--- config.mk ---
export PLATFORM = sky130hd
export DESIGN_NAME = bdt_lane
export DESIGN_NICKNAME = d
export VERILOG_FILES = /design/src/rtl/core/binned_decision_tree_lookup_top_macros.svh /design/src/rtl/core/bdt_lane.sv
export SDC_FILE = /design/constraint.sdc
export NUM_CORES = 1
export LEC_CHECK = 0
export ABC_CLOCK_PERIOD_IN_PS = 5950
export BUFFER_PORTS_ARGS = -buffer_cell sky130_fd_sc_hd__buf_2
export CORE_UTILIZATION = 55
export DETAILED_ROUTE_END_ITERATION = 8
export GPL_TIMING_DRIVEN = 0
export MAX_ROUTING_LAYER = met4
export PLACE_DENSITY = 0.8
export SYNTH_ARGS = -nofsm -noshare
export SYNTH_HDL_FRONTEND = slang
export SYNTH_SLANG_ARGS = --single-unit
--- constraint.sdc ---
create_clock -name clk_i -period 5.95 [get_ports clk_i]
set_clock_uncertainty 0.05 [all_clocks]
set_input_delay 0.2975 -clock clk_i [delete_from_list [all_inputs] [get_ports clk_i]]
set_output_delay 0.2975 -clock clk_i [all_outputs]
set_load 0.01 [all_outputs]
--- src/rtl/core/binned_decision_tree_lookup_top_macros.svh ---
// Assertion macros for the binned decision tree lookup block.
// Used by the top level; depends on nothing.
`ifndef BINNED_DECISION_TREE_LOOKUP_TOP_MACROS_SVH
`define BINNED_DECISION_TREE_LOOKUP_TOP_MACROS_SVH
`ifndef SYNTHESIS
`define BDT_ASSERT(label, clk, rst_n, prop, msg) \
  label: assert property (@(posedge clk) disable iff (!rst_n) prop) else $error(msg);
`define BDT_ASSERT_RST(label, clk, prop, msg) \
  label: assert property (@(posedge clk) prop) else $error(msg);
`else
`define BDT_ASSERT(label, clk, rst_n, prop, msg)
`define BDT_ASSERT_RST(label, clk, prop, msg)
`endif
`endif

--- src/rtl/core/bdt_lane.sv ---
// One binning lane: holds the split thresholds of one variable and finds its bin.
// No dependencies.
`timescale 1ns / 1ps
module bdt_lane #(
  parameter int MAX_SPLITS = 16,
  localparam int SW = (MAX_SPLITS > 1) ? $clog2(MAX_SPLITS) : 1
) (
  input  logic               clk_i,
  input  logic               en_i,
  input  logic               wr_i,
  input  logic [SW-1:0]      wr_split_i,
  input  logic signed [31:0] wr_data_i,
  input  logic signed [31:0] value_i,
  input  logic [4:0]         count_i,
  output logic [4:0]         bin_o
);
  logic signed [31:0] split_q [MAX_SPLITS];
  logic [MAX_SPLITS-1:0] below;
  logic [4:0] bin_d;

  always_ff @(posedge clk_i) begin
    if (wr_i) split_q[wr_split_i] <= wr_data_i;
  end

  always_comb begin
    for (int s = 0; s < MAX_SPLITS; s++) below[s] = value_i < split_q[s];
  end

  // bin = count-1 (0 if count is 0) unless some split s in 1..count-1 is above the value; split 0 above gives 0
  always_comb begin
    bin_d = (count_i == 5'd0) ? 5'd0 : count_i - 5'd1;
    for (int s = MAX_SPLITS - 1; s >= 1; s--) begin
      if (5'(s) < count_i && below[s]) bin_d = 5'(s - 1);
    end
    if (below[0]) bin_d = 5'd0;
  end

  always_ff @(posedge clk_i) begin
    if (en_i) bin_o <= bin_d;
  end
endmodule

# ---- Word level (Yosys, flattened, before mapping)
# Memory sizes are Yosys's and may differ from the RTL's.
# Index checks and enable logic that the tools add are counted.
dict set report totals {
  mem_bits_rw 512
  reg_bits 5
  wordCells 76
  n_memories 1
  out_inout_bits 5
}
# memory depth width rd rd_clocked_by_memory_dff wr line
set mem_list {}
lappend mem_list {split_q 16 32 16 0 1 bdt_lane.sv:17} ;# logic signed [31:0] split_q [MAX_SPLITS];
dict set report op_classes {
  muxes 17
  n_reduce_logical 21
  n_addsub 1
  n_lt_le_gt_ge 31
}
# operator count
set op_table {}
lappend op_table {{$lt 32x32->1} 16}
lappend op_table {{$lt 4x5->1 const A} 8}
lappend op_table {{$mux 4} 8}
lappend op_table {{$lt 3x5->1 const A} 4}
lappend op_table {{$reduce_or 17->1} 1}
lappend op_table {{$logic_and 1x1->1} 15}
lappend op_table {{$mux 3} 4}
lappend op_table {{$lt 2x5->1 const A} 2}
lappend op_table {{$reduce_or 9->1} 1}
lappend op_table {{$logic_not 5->1} 1}
lappend op_table {{$lt 1x5->1 const A} 1}
lappend op_table {{$reduce_or 5->1} 1}
lappend op_table {{$sub 5x1->5 const B} 1}
lappend op_table {{$mux 2} 2}
lappend op_table {{$mux 1} 3}
lappend op_table {{$reduce_or 3->1} 1}
lappend op_table {{$reduce_or 2->1} 1}

# ---- Longest topological paths before layout
# An unclocked memory read counts as a cell.
dict set report depth {
  depth_word 17
  mapped_depth 11
}

# ---- Least setup slack after synthesis
# Ideal clock, no wire load.
dict set report synth_timing {
  path_kind {input -> register}
  start {input wr_split_i[2]}
  end {memory split_q[0][0], enable pin}
  arrival_time_ns 3.016
  slack_ns 2.423
  setup_time_ns 0.461
  required_time_ns 5.439
  stages 2
  path_buffers 0
  path_cell_list {or3b_2 -> nor3_1}
}
# element line
set synth_lines {}
lappend synth_lines {{start: declaration} bdt_lane.sv:11} ;# input logic [SW-1:0] wr_split_i,
lappend synth_lines {{end: declaration} bdt_lane.sv:17}
# Straight into the memory's write port.

==> flow_summary.ini <==
[yosys]
syn-num-nets = 2969
synthAdderAreaFrac_pct = 21.6
synth_top_family_by_area = adder cells
synth-seq-area-share_pct = 53.9
synth_edf_count = 517
ys_types = 73
async_flop_share_pct = 0
yosys.area_share.simple_pct = 6.93
syn_avg_cell_area_um2 = 12.0
synth_ff_type = edfxtp_1
yosysWarningCount = 0
syn_inst = 2395
synth_area_um2 = 28800
ys_ff_latch = 517
synth_compound_area_share_pct = 10.3
synth_xor_area_share_pct = 0.0608
muxShareOfSynthArea_pct = 0.365

[global_routing]
grt.total_usage_pct = 28.6
antenna_found_initial = 0
first_global_vias = 20054
grt_max_degree = 33
grt_pass1_wl_um = 111000
overflow = 0

[critical_path]
worstSetupPathType = reg2reg
end_kind = flip-flop
crit_chain = inv_1 -> ha_1 -> a21o_1 -> a31oi_1 -> o211ai_1 -> a221o_1 -> a31oi_1 -> mux2_1 -> or2_1 -> a211o_1 -> a311oi_2
crit_top_cell = a31oi_1
cp.buffers_inverters = 1
path_max_fanout = 3
critical-path-slowest-cell = a221o_1
crit_arrival_ns = 4.17
cp-start-kind = flip-flop
crit_family = compound AO/OA/AOI/OAI gates
slowest_delay_ns = 0.53
required_ns = 6.31

[outcome]
outcome = finished, final reports clean

[timing]
fin_crit_sh_pct = 64.0
fmax_mhz = 263
slew_headroom_pct = 26.3
worst_hold_slack_ns = 0.0629
fin_tns_setup_ns = 0
rsz0062_at_grt = no
worst_pin_slew_ns = 1.10
setup_viol = 0
hold_viol_final = 0
maxSlewViolCount = 0
fin_crit_ns = 3.81

[floorplan]
fp.dieH_um = 231
pin_count = 81
die-area_um2 = 53300
fp.coreArea_um2 = 51500
fp.dieW_um = 231
start_util_pct = 55.9
placement_rows = 83

[drt]
wirelength_um = 72700
avgViaCountPerCell = 5.89
drtIter0Drc = 1544
wl_per_cell_um = 22.2
firstDrtPassIters = 6
drc = 0
final_antenna_net_count = 0
num_vias = 19278

[clock_tree]
cts_tree = done
clock_sinks = 517
clock_path_buffers = 3
cts-buffers-inserted = 53
insertion_delay_ns = 0.62
cts-root-buf = clkbuf_16
clk_pin_slew_worst_paths_ns = 0.06
h-tree-depth = 2

[power_and_ir_drop]
p_per_area_nw_per_um2 = 254
ir_worst_vdd_uv = 297
power_uw = 8190
leakagePower_uw = 0.0144

[cells_and_area]
final_area_um2 = 32200
syn2layout_area_growth_pct = 12.0
layout.nets = 3125
final_layout_size_suffix_gt1_share_pct = 7.99
antennaDiodeCount = 0
utilization_pct = 62.6

[placed_design]
port_buffers = 77
hpwlAfterDp_um = 51100
placed_area_um2 = 30600
globalplace.congestion = 0.892

[min_path]
hp-class = in2reg

[flow_run]
drv_cap = 0
-- through the flow --
stage          setup slack [ns]  instances
2_1_floorplan              2.42       2395
5_1_grt                    2.11       3272
3_3_place_gp              0.483       3152
3_5_place_dp               1.92       3175
4_1_cts                    2.23       3272
6_report                   2.14       3272
-- cell usage after synthesis, types with 9 or more instances --
cell | instances | area [µm²]
a211oi_1 | 29 | 218
inv_1 | 516 | 1940
and4_1 | 14 | 123
nand4_1 | 58 | 363
nand2_1 | 92 | 345
a31oi_1 | 13 | 81.3
a21o_1 | 53 | 398
a2111oi_0 | 9 | 78.8
o21ai_1 | 9 | 45.0
ha_1 | 498 | 6230
nor2b_1 | 14 | 87.6
nor2_1 | 86 | 323
nand3_1 | 43 | 215
o211ai_1 | 24 | 180
o21ai_0 | 87 | 435
edfxtp_1 | 517 | 15500
nor3_1 | 23 | 115
a21oi_1 | 141 | 706
a221oi_1 | 14 | 123
nand2b_1 | 19 | 119
o21a_1 | 12 | 90.1
-- layer usage --
metal	up-vias	global-route usage (%)	routed length, µm
met3	204	3.08	3480
met2	676	48.5	36000
li1	9034	-	-
met5	-	-	0
met4	0	17.7	4680
met1	9364	32.6	28600
-- where the power goes --
part | internal, µW | leakage [µW] | switching (µW)
Clock | 1840 | 0.000816 | 1400
Combinational | 292 | 0.00890 | 555
Sequential | 4090 | 0.00468 | 17.0
-- worst paths after layout --
check,to,slack [ns],depth (start not counted),startpoint
setup reg to reg,bin_o[2],2.14,11,split_q[10][9]
hold reg to reg,bin_o[3],1.09,7,split_q[6][30]
hold / removal,split_q[1][0],0.06,1,wr_data_i[0]
setup / recovery,bin_o[2],2.14,11,split_q[10][9]
-- flip-flops by register name, summed over array words and instances (netlist names) --
| register | count |
|---|---|
| bin_o | 5 |
| split_q | 512 |
-- cell usage in the layout (no fill, tap or decap), types with 8 or more instances in the layout --
cell,n
o21ai_1,9
nand4_1,58
o211ai_1,24
o21ai_0,87
clkinv_1,17
clkbuf_1,13
ha_1,498
nor3_1,19
and4_1,14
clkbuf_16,53
nor2b_1,14
o21a_1,12
inv_1,516
buf_2,78
a31oi_1,13
a211oi_1,29
buf_6,10
a21o_1,53
edfxtp_1,517
nand2b_1,19
buf_16,8
a211o_1,8
clkinv_2,9
a221oi_1,14
nand3_1,43
nor2_4,12
nor2_1,74
a21oi_1,141
a2111oi_0,9
nand2_1,92
-- cell type report --
| class | instances | area [µm²] |
|---|---|---|
| plain buffers | 7 | 27.5 |
| clock buffers | 60 | 1350 |
| clock inverters | 36 | 317 |
| fillers | 3763 | 19300 |
| inverters | 516 | 1940 |
| multi-input cells | 1355 | 11400 |
| flip-flops and latches | 517 | 15500 |
| well taps | 680 | 851 |
| repair buffers | 101 | 818 |
-- what timing repair did --
item                      in CTS  in global routing
buffers inserted               0                  0
resized for setup              0                  0
hold buffers                   1                  0
hold endpoints to repair       5                  0
-- kinds of logic (layout without fill, tap and decap cells) --
group	after synthesis	count (layout)
buffers and inverters	523	720
flip-flops	517	517
adder cells (fa/ha/maj)	498	498
AO/OA/AOI/OAI	457	457
AND/OR/NAND/NOR	388	388
multiplexers	10	10
XOR/XNOR	2	2
Power figures use the tool's default switching activity.
