### src/rtl/core/binned_decision_tree_lookup_top_macros.svh
// Assertion macros for the binned decision tree lookup block.
// Used by the top level; depends on nothing.
`ifndef BINNED_DECISION_TREE_LOOKUP_TOP_MACROS_SVH
`define BINNED_DECISION_TREE_LOOKUP_TOP_MACROS_SVH
`ifndef SYNTHESIS
`define BDT_ASSERT(label, clk, rst_n, prop, msg) \
  label: assert property (@(posedge clk) disable iff (!rst_n) prop) else $error(msg);
`define BDT_ASSERT_RST(label, clk, prop, msg) \
  label: assert property (@(posedge clk) prop) else $error(msg);
`else
`define BDT_ASSERT(label, clk, rst_n, prop, msg)
`define BDT_ASSERT_RST(label, clk, prop, msg)
`endif
`endif

### src/rtl/core/bdt_merge.sv
// Merge stage: folds lane bins into the mixed-radix table index.
// Radix weights settle one multiply per cycle after a config change; depends on nothing else.
`timescale 1ns / 1ps
module bdt_merge #(
  parameter int MAX_VARIABLES = 8
) (
  input  logic        clk_i,
  input  logic        rst_ni,
  input  logic        en_i,
  input  logic        cfg_wr_i,
  input  logic [4:0]  bin_i [MAX_VARIABLES],
  input  logic [4:0]  count_i [MAX_VARIABLES],
  input  logic [3:0]  nv_i,
  output logic        busy_o,
  output logic [40:0] index_o,
  output logic [40:0] mult_o
);
  localparam int SETTLE = MAX_VARIABLES + 1;
  localparam int CW = $clog2(SETTLE + 1);

  logic [40:0] weight_q [MAX_VARIABLES];
  logic [40:0] total_q;
  logic [CW-1:0] settle_q;
  logic [40:0] idx;

  // weight of variable k: product of the radices of the used variables after it
  always_ff @(posedge clk_i) begin
    for (int k = 0; k < MAX_VARIABLES - 1; k++) begin
      if (4'(k + 1) < nv_i) weight_q[k] <= 41'(weight_q[k + 1] * 41'(count_i[k + 1]));
      else weight_q[k] <= 41'd1;
    end
    weight_q[MAX_VARIABLES - 1] <= 41'd1;
    total_q <= (nv_i == 4'd0) ? 41'd1 : 41'(weight_q[0] * 41'(count_i[0]));
  end

  // hold off new words until the weight chain has settled
  always_ff @(posedge clk_i or negedge rst_ni) begin
    if (!rst_ni) begin
      settle_q <= CW'(SETTLE);
    end else if (cfg_wr_i) begin
      settle_q <= CW'(SETTLE);
    end else if (settle_q != '0) begin
      settle_q <= settle_q - CW'(1);
    end
  end
  assign busy_o = settle_q != '0;

  always_comb begin
    idx = '0;
    for (int k = 0; k < MAX_VARIABLES; k++) begin
      if (4'(k) < nv_i) idx = idx + 41'(41'(bin_i[k]) * weight_q[k]);
    end
  end

  always_ff @(posedge clk_i) begin
    if (en_i) begin
      index_o <= idx;
      mult_o <= total_q;
    end
  end
endmodule

### config.mk
export PLATFORM = sky130hd
export DESIGN_NAME = bdt_merge
export DESIGN_NICKNAME = d
export VERILOG_FILES = /design/src/rtl/core/binned_decision_tree_lookup_top_macros.svh /design/src/rtl/core/bdt_merge.sv
export SDC_FILE = /design/constraint.sdc
export NUM_CORES = 2
export LEC_CHECK = 0
export ABC_AREA = 1
export BUFFER_PORTS_ARGS = -buffer_cell sky130_fd_sc_hd__buf_2
export CELL_PAD_IN_SITES_DETAIL_PLACEMENT = 1
export CELL_PAD_IN_SITES_GLOBAL_PLACEMENT = 1
export CORE_MARGIN = 5
export CORE_UTILIZATION = 48
export DETAILED_ROUTE_END_ITERATION = 6
export PLACE_DENSITY = 0.86
export SYNTH_ARGS = -nofsm -noshare
export SYNTH_HDL_FRONTEND = slang
export SYNTH_SLANG_ARGS = --single-unit
### constraint.sdc
create_clock -name clk_i -period 21.3 [get_ports clk_i]
set_input_delay 4.26 -clock clk_i [delete_from_list [all_inputs] [get_ports clk_i]]
set_output_delay 4.26 -clock clk_i [all_outputs]
set_load 0.01 [all_outputs]
==> results of run 1 <==
==> synth_stat cells (5+ instances only) <==
cell type | instances | share of area
a211oi_1 | 14 | 0.0016
a21boi_0 | 16 | 0.0018
a21boi_1 | 7 | 0.00078
a21o_1 | 13 | 0.0014
a21oi_1 | 476 | 0.035
a21oi_2 | 5 | 0.00065
a31oi_1 | 33 | 0.0030
buf_1 | 42 | 0.0023
buf_2 | 15 | 0.0011
clkbuf_1 | 318 | 0.018
clkinv_1 | 5 | 0.00028
dfxtp_1 | 202 | 0.060
edfxtp_1 | 82 | 0.036
fa_1 | 1007 | 0.30
ha_1 | 527 | 0.097
inv_1 | 2228 | 0.12
inv_2 | 42 | 0.0023
nand2_1 | 3205 | 0.18
nand2_2 | 58 | 0.0054
nand3_1 | 304 | 0.022
nand3_2 | 21 | 0.0031
nand3b_1 | 26 | 0.0029
nand4_1 | 79 | 0.0073
nor2_1 | 462 | 0.026
nor2_2 | 53 | 0.0049
nor2_4 | 21 | 0.0035
nor3_1 | 53 | 0.0039
nor4_1 | 6 | 0.00055
o211ai_1 | 12 | 0.0013
o21a_1 | 58 | 0.0064
o21ai_0 | 230 | 0.017
o21ai_1 | 49 | 0.0036
o21bai_1 | 24 | 0.0027
o31ai_1 | 8 | 0.00089
or2_2 | 41 | 0.0038
xnor2_1 | 59 | 0.0076
xor2_1 | 69 | 0.0089
==> cells by family after synthesis <==
family          count (synthesis)  share of synthesized area
xor+xnor                      130                     0.0170
compound gates                953                     0.0775
flops                         288                     0.0976
buf+inv                      2655                      0.148
simple gates                 4352                      0.265
fa+ha+maj                    1534                      0.395
==> timing repair <==
item | CTS
gates cloned | 4
endpoints found under the setup margin | 36
setup buffers | 128
resized for setup | 340
pin swaps | 145
==> metrics by stage <==
step           instances  utilization
2_1_floorplan       9912            -
3_3_place_gp       12300        0.541
3_5_place_dp       12300        0.541
4_1_cts            12500        0.567
==> layer usage <==
layer,overflow,GRT usage
met5,0,0.297
met4,64,0.613
met3,9,0.480
met2,70,0.807
met1,3,0.622
==> key figures, run 1 <==
CTS
  – # hold bufs at CTS: 0
  – H-tree Lvls: 2
  – Num CTS Buffers: 38
  – Clock sink count: 288
  – Root buffer cell: clkbuf_16
  – Clk buf depth: 3

Placement
  – GP Congestion: 0.976
  – IO buf count: 170
  – DP Worst Slack: -2.59 ns
  – DP Wirelength: 209000 um
  – Dpl cell area: 75700 um^2

Synthesis
  – Syn Nets: 11500
  – Post-synth ARST share: 0.0139
  – Mapped Area: 67700 um^2
  – Synthesis-stage register bit count: 288
  – Syn Area/Cell: 6.83 um^2
  – Syn Inst Count: 9912
  – Top FF cell, synth: dfxtp_1
  – YS warnings: 0
  – Number of synthesized flops with an enable pin: 82
  – Post-synthesis sequential area ratio: 0.0976
  – Synth unique cells: 61

Run status
  – Fail Step: global routing (5_1_grt)
  – Err: [ERROR GRT-0232] Routing congestion too high. Check the congestion heatmap in the GUI.
  – Status: aborted with a tool error

Global routing
  – Initial antenna violation count: 54
  – GRT Total Usage: 0.634
  – Largest net degree at the start of global routing: 65
  – GRT overflow: 146

Die
  – Die H: 386 um
  – Die span in x: 386 um
  – Initial Util: 0.484
  – Row cnt: 137
  – Ports: 171

Timing
  – Worst_ep kind: sequential cell input
  – GR repair worst EP: index_o[40]$_DFFE_PP_/D
==> run 2: changes to the inputs <==
--- a/config.mk
+++ b/config.mk
@@ -7,12 +7,10 @@
 export LEC_CHECK = 0
 export ABC_AREA = 1
 export BUFFER_PORTS_ARGS = -buffer_cell sky130_fd_sc_hd__buf_2
-export CELL_PAD_IN_SITES_DETAIL_PLACEMENT = 1
-export CELL_PAD_IN_SITES_GLOBAL_PLACEMENT = 1
 export CORE_MARGIN = 5
-export CORE_UTILIZATION = 48
+export CORE_UTILIZATION = 35
 export DETAILED_ROUTE_END_ITERATION = 6
-export PLACE_DENSITY = 0.86
+export PLACE_DENSITY_LB_ADDON = 0.15
 export SYNTH_ARGS = -nofsm -noshare
 export SYNTH_HDL_FRONTEND = slang
 export SYNTH_SLANG_ARGS = --single-unit
==> key figures, run 2 <==
Synthesis
  – Post-synth ARST share: 0.0139 (unchanged)
  – Post-synthesis adder-cell area fraction: 0.395 (unchanged)
  – Synthesis-stage register bit count: 288 (unchanged)
  – Top-count cell post-synth: nand2_1 (unchanged)
  – Number of synthesized flops with an enable pin: 82 (unchanged)
  – Syn Area/Cell: 6.83 um^2 (unchanged)
  – Xor-xnor portion of the synthesized cell area: 0.0170 (unchanged)
  – Post-synthesis mux area share: 0 (unchanged)
  – YS warnings: 0 (unchanged)
  – Top FF cell, synth: dfxtp_1 (unchanged)
  – Syn Nets: 11500 (unchanged)
  – Syn Inst Count: 9912 (unchanged)
  – Post-synthesis sequential area ratio: 0.0976 (unchanged)
  – Synth unique cells: 61 (unchanged)
  – Largest cells by area after synthesis: fa_1 30%, nand2_1 18%, inv_1 12%, ha_1 9.7%, dfxtp_1 6.0% (unchanged)
  – Top-area cell type share of the netlist area: 0.298 (unchanged)
  – Largest family of logic cells by synthesized area: adder cells (unchanged)
  – Leading area contributor after synthesis: fa_1 (unchanged)
  – Simple-Gate Fraction of Synth Area: 0.265 (unchanged)
  – Synth cell count leaders: 3205 x nand2_1, 2228 x inv_1, 1007 x fa_1 (unchanged)
  – Compound-Gate Fraction of Synth Area: 0.0775 (unchanged)
  – Mapped Area: 67700 um^2 (unchanged)

Global routing
  – GRT overflow: 0
  – Largest net degree at the start of global routing: 65
  – GRT Total Usage: 0.221
  – Vias in the first global route: 64900
  – Initial antenna violation count: 15
  – First-pass GRT wire length: 360000 um

Route
  – Top sig layer: met5
  – First-pass iteration count of the detailed router: 6
  – Vias: 63200
  – Antenna violation net count after detailed routing: 0
  – DR vias/cell: 4.76
  – Met2 routed WL: 109000 um
  – Drt first-iter violations: 3363
  – Met1 WL: 99800 um
  – Met3 routed WL: 9570 um
  – Routed wire length: 225000 um
  – DRC violations left: 0
  – Wirelength per Cell: 17.0 um

Hold path
  – Hold Crit Depth: 0
  – Worst Hold Class: flop to flop

CTS
  – CTS tree: done
  – Root buffer cell: clkbuf_16 (unchanged)
  – Clk_lat worst skew: 0.67 ns
  – Clock sink count: 288 (unchanged)
  – Clock-pin slew on the worst setup and hold paths: 0.06 ns
  – Clk buf depth: 3 (unchanged)
  – # hold bufs at CTS: 0 (unchanged)
  – Num CTS Buffers: 40 (was 38)
  – H-tree Lvls: 2 (unchanged)

Critical path
  – Worst R2R Path Depth: 105
  – Worst Path Required: 21.68 ns
  – Reg-to-reg critical path startpoint: weight_q[0][1]
  – Most Frequent Cell on Critical Path: buf_4
  – R2r endpoint: index_o[24]
  – Startpoint class of the critical path: input port
  – CP max FO: 5
  – R2r setup slk: 2.20 ns
  – Path type of the worst setup path: input port to flop
  – Crit-path slowest cell: fa_1
  – CP Capture Type: flop
  – Critical Path AT: 22.49 ns
  – Slowest Stage Delay on Critical Path: 0.57 ns
  – Crit path to: index_o[24]
  – Critical Path Source: bin_i[39]

Run
  – Max Cap Viol: 0

Die
  – Core footprint: 192000 um^2
  – Initial Util: 0.352 (was 0.484)
  – Die H: 450 um (was 386 um)
  – Die area: 202000 um^2
  – Ports: 171 (unchanged)
  – Die span in x: 450 um (was 386 um)
  – Row cnt: 161 (was 137)

Placement
  – DP Worst Slack: -2.15 ns (was -2.59 ns)
  – GP Congestion: 0.935 (was 0.976)
  – DP Wirelength: 185000 um (was 209000 um)
  – IO buf count: 170 (unchanged)

Timing
  – Final period util: 1.04
  – Max Fclk: 45.2 MHz
  – Final Max Slew Viols: 0
  – Slew HR: 0.401
  – Min cycle time layout: 22.11 ns
  – RSZ-0062 raised after global routing: true
  – Clock Skews: 0.0683 ns
  – # setup viols final: 31
  – Setup ws final: -0.810 ns
  – Final Hold Fails: 0
  – Measured slew at the worst slew-check pin: 0.898 ns

Finish
  – Top reg by flops: weight_q
  – Max reg flops: 161
  – Layout area overhead: 21.4%
  – Most frequent cells in the layout: 3080 x nand2_1, 2155 x inv_1, 1003 x fa_1
  – Share of post-route cells with drive strength above 1: 0.185
  – Nets: 12300
  – Most common cell after layout, fill and taps aside: nand2_1

Run status
  – Status: complete, but fails checks (was aborted with a tool error)
  – Violated checks: negative setup slack
==> run 2: worst min-delay path by stage <==
stage,startpoint,to,slack [ns]
4_1_cts,total_q[25],mult_o[25],0.40
2_1_floorplan,total_q[0],mult_o[0],0.39
6_report,total_q[9],mult_o[9],0.40
5_1_grt,total_q[35],mult_o[35],0.41
3_3_place_gp,total_q[31],mult_o[31],0.39
3_5_place_dp,total_q[25],mult_o[25],0.39
==> run 2: layout make-up <==
type	instances	area, um^2
fillers	20100	110000
multi-input cells	6969	53900
inverters	2276	8560
repair buffers	1141	8540
flip-flops and latches	288	6610
well taps	2526	3160
clock buffers	46	1040
clock inverters	27	343
diodes	5	12.5
==> run 2: cells by family (layout without fill, tap and decap cells) <==
logic type	count (synthesis)	after routing
AND/OR/NAND/NOR	4352	4352
buffers and inverters	2655	3490
adder cells (fa/ha/maj)	1534	1534
AO/OA/AOI/OAI	953	953
flip-flops	288	288
XOR/XNOR	130	130
other	0	5
==> run 2: routing by layer <==
| layer | vias to the layer above | global-route usage |
|---|---|---|
| li1 | 31100 | - |
| met3 | 242 | 0.0248 |
| met2 | 1121 | 0.389 |
| met5 | - | 0 |
| met1 | 30700 | 0.289 |
| met4 | 10 | 0.0557 |
==> run 2: worst max-delay path, delay by kind of cell <==
family | cells | cell delay (ns)
fa+ha+maj | 22 | 9.46
xor+xnor | 2 | 0.24
compound gates | 10 | 1.21
buf+inv | 42 | 3.97
simple gates | 31 | 3.30
==> run 2: repair_timing <==
| item | in CTS | in global routing |
|---|---|---|
| endpoints found under the setup margin | 36 | 37 |
| pin swaps | 193 | 213 |
| buffers inserted | 142 | 61 |
| gates cloned | 4 | 0 |
| resized for setup | 278 | 295 |
==> run 2: stage by stage <==
step | area [um^2] | util | hold WS (ns) | TNS [ns] | instances
floorplan | 68600 | - | 0.386 | -5.97 | 9912
global placement | 77100 | 0.401 | 0.388 | -51.69 | 13000
detailed placement | 77100 | 0.401 | 0.389 | -58.47 | 13000
CTS | 80700 | 0.419 | 0.403 | -15.35 | 13200
global route | 82200 | 0.427 | 0.407 | -37.86 | 13300
finish | 82200 | 0.427 | 0.402 | -17.09 | 13300
Power of run 2 is left out: the tool's default activity adds up to more than one toggle a clock period on the data nets, which glitch-free logic cannot reach.
